[src/hdl/radio_time_code_decoder_macros.svh]
// ----------------------------------------------------------------------------
// Radio time code decoder assertion macros
// Concurrent assertion wrappers, empty when built for synthesis.
// ----------------------------------------------------------------------------
`ifndef RADIO_TIME_CODE_DECODER_MACROS_SVH
`define RADIO_TIME_CODE_DECODER_MACROS_SVH

`ifndef SYNTHESIS
// check a property on every clock edge outside reset
`define RTCD_ASSERT(label, clk, rst, prop, msg) \
   label: assert property (@(posedge clk) disable iff (rst) (prop)) else $error(msg);
// check that a condition holds in the cycle after a trigger
`define RTCD_ASSERT_NEXT(label, clk, rst, ante, cons, msg) \
   label: assert property (@(posedge clk) disable iff (rst) (ante) |=> (cons)) else $error(msg);
`else
`define RTCD_ASSERT(label, clk, rst, prop, msg)
`define RTCD_ASSERT_NEXT(label, clk, rst, ante, cons, msg)
`endif

`endif

[src/hdl/rtcd_pkg.sv]
// ----------------------------------------------------------------------------
// Radio time code decoder package
// Item types, register indexes and telegram constants shared by the block.
// ----------------------------------------------------------------------------
package rtcd_pkg;

   // telegram length and bit counter limits
   localparam int TELEGRAM_BITS = 59;
   localparam logic [5:0] BIT_COUNT_FULL = 6'(TELEGRAM_BITS);
   localparam logic [5:0] BIT_COUNT_MAX  = 6'(TELEGRAM_BITS + 1);

   // year handling
   localparam logic [11:0] YEAR_BASE       = 12'd2000;
   localparam logic [7:0]  YEAR_DIGITS_MIN = 8'd11;

   // configuration register indexes
   localparam logic [1:0] CSR_ONE_THRESHOLD  = 2'd0;
   localparam logic [1:0] CSR_ZERO_THRESHOLD = 2'd1;
   localparam logic [1:0] CSR_SYNC_PAUSE     = 2'd2;

   // configuration reset values
   localparam logic [9:0]  ONE_THRESHOLD_RESET  = 10'd150;
   localparam logic [9:0]  ZERO_THRESHOLD_RESET = 10'd50;
   localparam logic [11:0] SYNC_PAUSE_RESET     = 12'd1500;

   typedef struct packed {
      logic        signal_level;
      logic [31:0] now_ms;
   } req_item_type;

   typedef struct packed {
      logic        telegram_ok;
      logic [6:0]  minute_value;
      logic [5:0]  hour_value;
      logic [5:0]  day_of_month;
      logic [2:0]  weekday_value;
      logic [4:0]  month_value;
      logic [11:0] year_value;
   } rsp_item_type;

   typedef struct packed {
      logic [6:0]  minute;
      logic [5:0]  hour;
      logic [5:0]  day;
      logic [2:0]  weekday;
      logic [4:0]  month;
      logic [11:0] year;
   } time_fields_type;

   typedef struct packed {
      logic            ok;
      time_fields_type fields;
   } decode_result_type;

   // control for one cell of the bit chain
   typedef struct packed {
      logic shift;
      logic clear;
   } cell_ctrl_type;

endpackage

[src/hdl/rtcd_cell.sv]
// ----------------------------------------------------------------------------
// Radio time code decoder bit cell
// One stage of the telegram bit chain: holds one bit, takes its neighbour's.
// ----------------------------------------------------------------------------
module rtcd_cell
   import rtcd_pkg::*;
(
   input  logic          clock,
   input  logic          reset,
   input  cell_ctrl_type ctrl,
   input  logic          bit_in,
   output logic          bit_out
);

   logic bit_ff;
   logic bit_in_next;

   // clear on minute end, shift on a new bit, otherwise hold
   always_comb begin
      priority if (ctrl.clear) begin
         bit_in_next = 1'b0;
      end else if (ctrl.shift) begin
         bit_in_next = bit_in;
      end else begin
         bit_in_next = bit_ff;
      end
   end

   always_ff @(posedge clock) begin
      if (reset) begin
         bit_ff <= 1'b0;
      end else begin
         bit_ff <= bit_in_next;
      end
   end

   assign bit_out = bit_ff;

endmodule

[src/hdl/rtcd_decode.sv]
// ----------------------------------------------------------------------------
// Radio time code decoder telegram decode
// Weighted BCD sums, parity and plausibility checks over a full telegram.
// ----------------------------------------------------------------------------
module rtcd_decode
   import rtcd_pkg::*;
(
   input  logic [TELEGRAM_BITS-1:0] tel_bits,
   output decode_result_type        result
);

   // weights 1,2,4,8 on the low digit and 10,20,40,80 on the high digit
   function automatic logic [7:0] bcd_sum(input logic [7:0] digits);
      logic [7:0] tens;
      tens = {4'b0000, digits[7:4]};
      return (tens << 3) + (tens << 1) + {4'b0000, digits[3:0]};
   endfunction

   logic [7:0] year_digits;
   logic       start_ok;
   logic       minute_par_ok;
   logic       hour_par_ok;
   logic       date_par_ok;
   logic       year_ok;

   assign year_digits = bcd_sum(tel_bits[57:50]);

   // checks: start bit, Z1/Z2 differ, even parity groups, plausible year
   assign start_ok      = tel_bits[20] && (tel_bits[17] != tel_bits[18]);
   assign minute_par_ok = ~^tel_bits[28:21];
   assign hour_par_ok   = ~^tel_bits[35:29];
   assign date_par_ok   = ~^tel_bits[58:36];
   assign year_ok       = year_digits >= YEAR_DIGITS_MIN;

   always_comb begin
      result.ok             = start_ok && minute_par_ok && hour_par_ok
                              && date_par_ok && year_ok;
      result.fields.minute  = 7'(bcd_sum({1'b0, tel_bits[27:21]}));
      result.fields.hour    = 6'(bcd_sum({2'b00, tel_bits[34:29]}));
      result.fields.day     = 6'(bcd_sum({2'b00, tel_bits[41:36]}));
      result.fields.weekday = tel_bits[44:42];
      result.fields.month   = 5'(bcd_sum({3'b000, tel_bits[49:45]}));
      result.fields.year    = {4'b0000, year_digits} + YEAR_BASE;
   end

endmodule

[src/hdl/radio_time_code_decoder.sv]
// A result item is registered in the cycle after its item is accepted.
// Throughput: one item per cycle while the result register is empty or being
// emptied; pulse timing, chain control and telegram decode are combinational.
// Reset (synchronous, active high) clears the bit chain, counters, timestamps
// and decoded values, and loads thresholds 150 ms, 50 ms and sync pause 1500 ms.
// ----------------------------------------------------------------------------
// Radio time code decoder
// Measures receiver pulse widths, shifts bits through a chain of cells and
// decodes the minute telegram when a sync pause ends the minute.
// ----------------------------------------------------------------------------
`include "radio_time_code_decoder_macros.svh"

module radio_time_code_decoder
   import rtcd_pkg::*;
(
   input  logic         clock,
   input  logic         reset,
   // input items
   input  logic         req_valid,
   output logic         req_ready,
   input  req_item_type req_item,
   // result items
   output logic         rsp_valid,
   input  logic         rsp_ready,
   output rsp_item_type rsp_item,
   // configuration writes
   input  logic         csr_write_en,
   input  logic [1:0]   csr_index,
   input  logic [11:0]  csr_write_data
);

   // configuration registers
   logic [9:0]  one_thresh_ff,  one_thresh_in;
   logic [9:0]  zero_thresh_ff, zero_thresh_in;
   logic [11:0] sync_pause_ff,  sync_pause_in;

   // pulse timing state
   logic [5:0]  bit_count_ff,   bit_count_in;
   logic        level_high_ff,  level_high_in;
   logic [31:0] pulse_start_ff, pulse_start_in;
   logic [31:0] pulse_stop_ff,  pulse_stop_in;

   // decoded values and result register
   time_fields_type decoded_ff, decoded_in;
   logic            rsp_valid_ff, rsp_valid_in;
   rsp_item_type    rsp_item_ff, rsp_item_in;

   logic                     accept;
   logic [31:0]              pulse_width;
   logic [31:0]              pause_len;
   logic                     record;
   logic                     record_value;
   logic                     sync_hit;
   logic                     decode_now;
   cell_ctrl_type            cell_ctrl;
   logic [TELEGRAM_BITS-1:0] cell_q;
   logic [TELEGRAM_BITS-1:0] tel_bits;
   decode_result_type        dec_result;

   // take an item while the result register is empty or being emptied
   assign req_ready = !rsp_valid_ff || rsp_ready;
   assign accept    = req_valid && req_ready;

   // configuration write port
   always_comb begin
      one_thresh_in  = one_thresh_ff;
      zero_thresh_in = zero_thresh_ff;
      sync_pause_in  = sync_pause_ff;
      if (csr_write_en) begin
         unique case (csr_index)
            CSR_ONE_THRESHOLD:  one_thresh_in  = csr_write_data[9:0];
            CSR_ZERO_THRESHOLD: zero_thresh_in = csr_write_data[9:0];
            CSR_SYNC_PAUSE:     sync_pause_in  = csr_write_data;
            default: ;
         endcase
      end
   end

   // classify the pulse on a falling level
   assign pulse_width = req_item.now_ms - pulse_start_ff;
   always_comb begin
      record       = 1'b0;
      record_value = 1'b0;
      if (!req_item.signal_level && level_high_ff) begin
         priority if (pulse_width > {22'b0, one_thresh_ff}) begin
            record       = 1'b1;
            record_value = 1'b1;
         end else if (pulse_width > {22'b0, zero_thresh_ff}) begin
            record = 1'b1;
         end else begin
            record = 1'b0;
         end
      end
   end

   // a recorded bit restarts the pause timer, so only an idle pause can sync
   assign pause_len  = req_item.now_ms - pulse_stop_ff;
   assign sync_hit   = !record && (pause_len > {20'b0, sync_pause_ff});
   assign decode_now = sync_hit && (bit_count_ff == BIT_COUNT_FULL);

   // bit chain control
   assign cell_ctrl.shift = accept && record && (bit_count_ff < BIT_COUNT_FULL);
   assign cell_ctrl.clear = accept && sync_hit;

   // row of bit cells; the oldest bit sits at the far end
   for (genvar i = 0; i < TELEGRAM_BITS; i++) begin : g_cell
      logic cell_d;
      if (i == 0) begin : g_head
         assign cell_d = record_value;
      end else begin : g_link
         assign cell_d = cell_q[i-1];
      end
      rtcd_cell u_cell (
         .clock   (clock),
         .reset   (reset),
         .ctrl    (cell_ctrl),
         .bit_in  (cell_d),
         .bit_out (cell_q[i])
      );
      // telegram bit i is the bit shifted in at position i since the last clear
      assign tel_bits[i] = cell_q[TELEGRAM_BITS-1-i];
   end

   rtcd_decode u_decode (
      .tel_bits (tel_bits),
      .result   (dec_result)
   );

   // advance timing state for an accepted item
   always_comb begin
      bit_count_in   = bit_count_ff;
      level_high_in  = level_high_ff;
      pulse_start_in = pulse_start_ff;
      pulse_stop_in  = pulse_stop_ff;
      decoded_in     = decoded_ff;
      if (accept) begin
         if (req_item.signal_level && !level_high_ff) begin
            level_high_in  = 1'b1;
            pulse_start_in = req_item.now_ms;
         end
         if (record) begin
            level_high_in = 1'b0;
            pulse_stop_in = req_item.now_ms;
            if (bit_count_ff < BIT_COUNT_MAX) begin
               bit_count_in = bit_count_ff + 6'd1;
            end
         end
         if (sync_hit) begin
            bit_count_in   = 6'd0;
            level_high_in  = 1'b0;
            pulse_start_in = req_item.now_ms;
            pulse_stop_in  = req_item.now_ms;
         end
         if (decode_now) begin
            decoded_in = dec_result.ok ? dec_result.fields : '0;
         end
      end
   end

   // result register: load on accept, drop when taken
   always_comb begin
      rsp_item_in  = rsp_item_ff;
      rsp_valid_in = rsp_valid_ff && !rsp_ready;
      if (accept) begin
         rsp_valid_in              = 1'b1;
         rsp_item_in.telegram_ok   = decode_now && dec_result.ok;
         rsp_item_in.minute_value  = decoded_in.minute;
         rsp_item_in.hour_value    = decoded_in.hour;
         rsp_item_in.day_of_month  = decoded_in.day;
         rsp_item_in.weekday_value = decoded_in.weekday;
         rsp_item_in.month_value   = decoded_in.month;
         rsp_item_in.year_value    = decoded_in.year;
      end
   end

   always_ff @(posedge clock) begin
      if (reset) begin
         one_thresh_ff  <= ONE_THRESHOLD_RESET;
         zero_thresh_ff <= ZERO_THRESHOLD_RESET;
         sync_pause_ff  <= SYNC_PAUSE_RESET;
         bit_count_ff   <= 6'd0;
         level_high_ff  <= 1'b0;
         pulse_start_ff <= 32'd0;
         pulse_stop_ff  <= 32'd0;
         decoded_ff     <= '0;
         rsp_valid_ff   <= 1'b0;
      end else begin
         one_thresh_ff  <= one_thresh_in;
         zero_thresh_ff <= zero_thresh_in;
         sync_pause_ff  <= sync_pause_in;
         bit_count_ff   <= bit_count_in;
         level_high_ff  <= level_high_in;
         pulse_start_ff <= pulse_start_in;
         pulse_stop_ff  <= pulse_stop_in;
         decoded_ff     <= decoded_in;
         rsp_valid_ff   <= rsp_valid_in;
      end
   end

   always_ff @(posedge clock) begin
      rsp_item_ff <= rsp_item_in;
   end

   assign rsp_valid = rsp_valid_ff;
   assign rsp_item  = rsp_item_ff;

   // checks on counter range, minute end and decoded year
   `RTCD_ASSERT(a_count_range, clock, reset, bit_count_ff <= BIT_COUNT_MAX, "bit count overrun")
   `RTCD_ASSERT_NEXT(a_sync_clears, clock, reset, accept && sync_hit, bit_count_ff == 6'd0 && !level_high_ff, "minute end did not clear state")
   `RTCD_ASSERT(a_ok_year, clock, reset, !(rsp_valid_ff && rsp_item_ff.telegram_ok) || (rsp_item_ff.year_value >= 12'd2011), "good telegram with implausible year")

endmodule

[config.mk]
export PLATFORM = sky130hd
export DESIGN_NAME = radio_time_code_decoder
export DESIGN_NICKNAME = d
export VERILOG_FILES = /design/src/hdl/rtcd_pkg.sv /design/src/hdl/rtcd_cell.sv /design/src/hdl/rtcd_decode.sv /design/src/hdl/radio_time_code_decoder.sv
export VERILOG_INCLUDE_DIRS = /design/src /design/src/hdl
export SDC_FILE = /design/constraint.sdc
export NUM_CORES = 1
export LEC_CHECK = 0
export ABC_AREA = 1
export BUFFER_PORTS_ARGS = -buffer_cell sky130_fd_sc_hd__buf_2
export CORE_MARGIN = 2
export CORE_UTILIZATION = 38
export CTS_CLUSTER_SIZE = 8
export DETAILED_ROUTE_END_ITERATION = 8
export HOLD_SLACK_MARGIN = 0.02
export PLACE_DENSITY = 0.5
export SYNTH_ARGS = -nofsm -noshare
export SYNTH_HDL_FRONTEND = slang
export SYNTH_SLANG_ARGS = --single-unit
[constraint.sdc]
create_clock -name clock -period 5.1 [get_ports clock]
set_input_delay 0.765 -clock clock [delete_from_list [all_inputs] [get_ports clock]]
set_output_delay 0.765 -clock clock [all_outputs]
set_load 0.02 [all_outputs]
# Word-level counts from Yosys, hierarchy flattened

Cells that the tools add are included.

Register bits after elaboration: 225
Input port bits: 52
Output and inout bits: 42
Word-level logic and storage cells: 143

Add/sub/neg operators: 14
Order comparisons: 6
Equal/unequal tests: 4
Multiplexer cells: 19
Reduce and logical (&&, ||, !) cells: 37

Operators by type and width:

| operator                                                               | count |
|---|---|
| 32-bit two-way mux                                                     | 4 |
| 39-bit two-way mux                                                     | 3 |
| 32-bit by 10-bit greater-than comparator with 1-bit output             | 2 |
| 32-bit subtractor                                                      | 2 |
| 32-bit by 12-bit greater-than comparator with 1-bit output             | 1 |
| 23-bit XNOR reduction                                                  | 1 |
| 6-bit two-way mux                                                      | 3 |
| 1-bit logical AND                                                      | 15 |
| 5-bit by 3-bit adder with 6-bit output                                 | 2 |
| 6-bit by 4-bit adder with 6-bit output                                 | 2 |
| 8-bit by 11-bit adder with 12-bit output (second input constant)       | 1 |
| 6-bit < comparator (second input constant)                             | 2 |
| 2-bit AND reduction                                                    | 6 |
| 1-bit two-way mux                                                      | 9 |
| 7-bit by 5-bit adder with 8-bit output                                 | 1 |
| 8-bit by 4-bit adder with 8-bit output                                 | 1 |
| 8-bit by 4-bit >= comparator with 1-bit output (second input constant) | 1 |
| 8-bit XNOR reduction                                                   | 1 |
| 6-bit by 4-bit adder with 7-bit output                                 | 1 |
| 7-bit by 4-bit adder with 7-bit output                                 | 1 |
| 7-bit XNOR reduction                                                   | 1 |
| 6-bit by 1-bit adder with 6-bit output (second input constant)         | 1 |
| 6-bit equality test (second input constant)                            | 1 |
| 2-bit nonzero test                                                     | 3 |
| 11 further kinds                                                       | 15 |

# Logic depth before layout (Yosys ltp)

Depth after elaboration: 10
Gate-level depth with buffers: 32
Gate-level depth less buffers: 30

# Modules after synthesis

Synthesis repeated with hierarchy kept, for this count alone.

Cell total of the unflattened synthesis: 2582
Area total of the unflattened synthesis: 16612.2 µm²

By module, submodules not included:

| module                  | times used | cells an instance | area each (µm²) | sequential area each (µm²) |
|---|---|---|---|---|
| radio_time_code_decoder | 1          | 1954              | 12580.8         | 4063.9 |
| rtcd_cell               | 59         | 7                 | 45.0            | 20.0 |
| rtcd_decode             | 1          | 215               | 1373.8          | 0.0 |

# Worst setup path after synthesis

Ideal clock, no wire load.

Path kind: input to register
From: in req_item[0] (netlist bit)
To: reg rsp_item_ff, in the netlist rsp_item[2], data pin
Library setup time: 0.259 ns
Arrival: 3.756 ns
Data required time: 4.841 ns
Path slack: 1.085 ns
Stages on the path: 25
Buffers on the path: 1
Cell sequence: inv_1 ha_1 fa_1 inv_1 nand3_1 nand3_1 nand2_1 nand2_1 xor2_1 ha_1 nand2_1 a21oi_1 a211oi_1 nand2_1 nand2_1 nand2_1 nor3_2 nand4_4 nand2_2 nand3_2 nor2_1 buf_2 nand2_1 o21ai_0 inv_1

RTL lines:

| what                 | line                           | source |
|---|---|---|
| start, declared      | radio_time_code_decoder.sv:21  | `input req_item_type req_item,` |
| end signal, assigned | radio_time_code_decoder.sv:201 | `rsp_item_ff <= rsp_item_in;` |
| end, declared        | radio_time_code_decoder.sv:46  | `rsp_item_type rsp_item_ff, rsp_item_in;` |

# Final worst setup path

From: in req_item[0] (netlist bit)
To: reg pulse_start_ff[29]

Longest elaborated chain between the ends: 9
Elaborated cells between the ends (all ways): 13
Classes of those cells: add/sub (2); order compare (3); mux (4); reduce/logical (4)

RTL lines:

| what                                                       | line                           | source |
|---|---|---|
| 32-bit subtractor                                          | radio_time_code_decoder.sv:80  | `assign pulse_width = req_item.now_ms - pulse_start_ff;` |
| 32-bit by 10-bit greater-than comparator with 1-bit output | radio_time_code_decoder.sv:88  | `end else if (pulse_width > {22'b0, zero_thresh_ff}) begin` |
| 1-bit two-way mux                                          | radio_time_code_decoder.sv:88  |  |
| 1-bit two-way mux                                          | radio_time_code_decoder.sv:85  | `priority if (pulse_width > {22'b0, one_thresh_ff}) begin` |
| 1-bit two-way mux                                          | radio_time_code_decoder.sv:84  | `if (!req_item.signal_level && level_high_ff) begin` |
| 1-bit logical NOT                                          | radio_time_code_decoder.sv:98  | `assign sync_hit = !record && (pause_len > {20'b0, sync_pause_ff});` |
| 1-bit logical AND *                                        | radio_time_code_decoder.sv:98  |  |
| 2-bit nonzero test (no source line)                        | n/a                            |  |
| 2-bit AND reduction (no source line)                       | n/a                            |  |
| end signal, assigned                                       | radio_time_code_decoder.sv:193 | `pulse_start_ff <= pulse_start_in;` |
| end, declared                                              | radio_time_code_decoder.sv:40  | `logic [31:0] pulse_start_ff, pulse_start_in;` |

Mark *: on every way between the ends. The rest lies on a longest branch, timed or not.
A chain may end at the register's enable or synchronous reset.

==> results.md <==
- Status: finished, final reports clean
- Cells after synthesis: 2281
- Relative slew slack: 32.3%
- Setup-failing EPs final: 0
- CP startpoint kind: primary input
- Vias in the first global route: 13285
- Clk Tree Root Cell: clkbuf_16
- Post-cts resize count: 0
- Critical Path RT: 5.51 ns
- Tcrit/Tclk final: 85.5%
- Die Ht: 205 um
- Crit Path Max Fanout: 64
- Initial Utilization: 38.5%
- Hold_ws: 0.457 ns
- EDFF count, synth: 40
- DR pass1 iterations: 5
- Pre-CTS WS: 0.279 ns
- Clk slew on worst S/H paths: 0.05 ns
- Largest net degree at the start of global routing: 70
- Mapped Area: 15300 sq um
- Num ports: 94
- Global route overflow: 0
- Yosys warns: 0
- Gr usage total: 20.9%
- Final Hold Viols: 0
- Setup TNS: 0 ns
- Routed len/inst: 14.9 um
- Slew Limit Fails: 0
- Critical path origin: req_item[0]
- Seq/Total Area, Yosys: 32.1%
- Worst Tran Pin Value: 1.02 ns
- Drc violations: 0
- Diodes inserted: 0
- Ys async rst share: 0%
- DRT iter0 DRCs: 894
- IO buf count: 93
- Vias per cell: 4.89
- H-tree Lvls: 2
- Post-route ant nets: 0
- Primary FF master, synth: dfxtp_1
- TritonCTS clock tree: built
- Syn Area/Cell: 6.71 sq um
- CTS buffer count: 34
- Hold wc startpoint: pulse_stop_ff[4]
- Setup ws final: 0.742 ns
- Vias: 14197
- Yosys cell types: 40
- Final wirelength: 43.3 mm
- Die width: 205 um
- Worst Path Arrival: 4.77 ns
- Num rows: 73
- Area Growth Syn to Fin: 12.7%
- Clk sink count: 225
- Initial antenna violation count: 0
- Final nets: 2542
- Clock latency on the worst-skew pair: 0.53 ns
- Seq cells post-synth: 225
- Post-CTS setup buffers: 0
- Max-Cap Viols: 0
- Hold-fix buffers, CTS: 0
- Clock Path Buffers: 3
- First-pass GRT wire length: 70.4 mm
- Final HPWL DP: 32.8 mm
- Fmax: 229 MHz
- Core Footprint: 39700 sq um
- Syn nets: 2461
- RSZ-0062 raised after global routing: no
- Worst min-delay path category: reg -> reg
- Worst VDD drop: 0.000203 V
- Crit path time final: 4.36 ns
- Pwr Density: 309 nW/um^2
- Clock Skew: 0.0177 ns
- Die Area: 41900 sq um
- WS Path Type: in -> reg
- Reg2reg start: pulse_start_ff[0]
- Worst setup EP type: flop
- Static Leakage: 8.47 nW
- Layout cells sized above 1: 7.99%
- GPL Wtd Cong: 0.926
registers in the layout (all words and copies together) (netlist names):
register               flops
level_high_ff              1
rsp_valid                  1
decoded_ff                39
rsp_item                  40
one_thresh_ff             10
pulse_stop_ff             32
pulse_start_ff            32
zero_thresh_ff            10
sync_pause_ff             12
bit_count_ff               6
g_cell.u_cell.bit_out     42
where the power goes:
| group | total [mW] | internal [mW] | switching, mW | leakage (nW) |
|---|---|---|---|---|
| logic | 1.33 | 0.436 | 0.898 | 6.10 |
| registers | 1.90 | 1.88 | 0.0183 | 1.91 |
| clock network | 2.09 | 1.27 | 0.822 | 0.465 |
layout make-up:
class | count | area, sq um
clock buffer | 51 | 946
clock inverter | 2 | 13.8
fill | 4294 | 22500
inverter | 346 | 1300
multi-input combinational | 1647 | 8790
sequential | 225 | 4900
tap | 525 | 657
timing repair buffer | 108 | 628
critical path, stage by stage:
cell,delay [ns]
buf_2,0.10
inv_1,0.06
ha_1,0.22
fa_1,0.42
inv_1,0.13
nand3_1,0.08
nand3_1,0.20
nand2_1,0.10
nand2_1,0.15
xor2_1,0.32
ha_1,0.30
nand2_1,0.07
a21oi_1,0.04
a211oi_1,0.17
nand2_1,0.07
nand2_1,0.08
nand2_1,0.06
nor3_2,0.19
nand4_4,0.16
nand2_2,0.14
inv_2,0.06
nor2_4,0.09
nand2_2,0.06
buf_4,0.31
a21oi_1,0.25
nor2_1,0.06
cell usage after synthesis (3+ instances only):
cell type / n / share of area (%)
nor2_1: 202 / 5.0
nand3b_1: 12 / 0.59
buf_6: 7 / 0.52
inv_2: 11 / 0.27
o21ai_0: 76 / 2.5
nor3_1: 14 / 0.46
nand2_1: 652 / 16
inv_1: 335 / 8.2
nand4_1: 29 / 1.2
ha_1: 120 / 9.8
nand3_1: 160 / 5.2
xor2_1: 38 / 2.2
dfxtp_1: 185 / 24
nor4_1: 5 / 0.20
a21oi_1: 227 / 7.4
clkbuf_1: 34 / 0.83
nand3_2: 18 / 1.2
nor3_2: 3 / 0.20
fa_1: 8 / 1.0
buf_2: 19 / 0.62
edfxtp_1: 40 / 7.9
xnor2_1: 34 / 1.9
o211ai_1: 15 / 0.74
o21bai_1: 10 / 0.49
a211oi_1: 4 / 0.20
o21a_1: 3 / 0.15
per-layer routing:
layer	vias to the layer above	global-route usage, %	share of wire [%]
met1	6456	31.0	52
met4	0	4.37	1.5
li1	7473	-	-
met5	-	0	0
met3	46	3.23	4.3
met2	222	31.7	42
cells by family after synthesis:
family	count (synthesis)	synth area share [%]
and+or+nand+nor	1104	30.5
buffers and inverters	409	10.6
AOI/OAI and AO/OA	343	11.9
DFF	225	32.1
adders and majority gates	128	10.9
xor gates and xnor gates	72	4.12
cells in the final DEF, fill, tap and decap left out, drive strengths merged:
cell | netlist | layout
edfxtp | 40 | 40
a21o | 2 | 2
nand4 | 30 | 30
buf | 29 | 108
fa | 8 | 8
xor2 | 38 | 38
nand3b | 12 | 12
a22oi | 1 | 1
dfxtp | 185 | 185
o21a | 3 | 3
a31o | 1 | 1
nand2b | 2 | 2
inv | 346 | 347
o211ai | 15 | 15
a211oi | 4 | 4
a21oi | 228 | 228
o21ai | 78 | 78
nand3 | 178 | 178
nand2 | 654 | 654
o21bai | 10 | 10
a21boi | 1 | 1
and3 | 1 | 1
nor2 | 205 | 205
clkbuf | 34 | 51
nor4 | 5 | 5
clkinv | 0 | 1
ha | 120 | 120
xnor2 | 34 | 34
nor3 | 17 | 17
worst paths after layout:
| check | end | slack, ns | cells after the start |
|---|---|---|---|
| worst max-delay path | pulse_start_ff[29] | 0.74 | 26 |
| worst max register to register | pulse_start_ff[29] | 0.85 | 24 |
| worst min-delay path | pulse_stop_ff[4] | 0.46 | 2 |
| worst min register to register | pulse_stop_ff[4] | 0.46 | 2 |
stage by stage:
step                      utilization (%)  instance area (sq um)  std cells  total power, mW
after floorplan                         -                  15300       2281             2.90
after global placement               41.0                  16300       2851             3.25
after detailed placement             41.0                  16300       2851             3.27
after CTS                            43.4                  17200       2904             5.39
after global routing                 43.4                  17200       2904             5.65
final                                43.4                  17200       2904             5.32
Note: power is estimated with default switching activity, not from simulation.
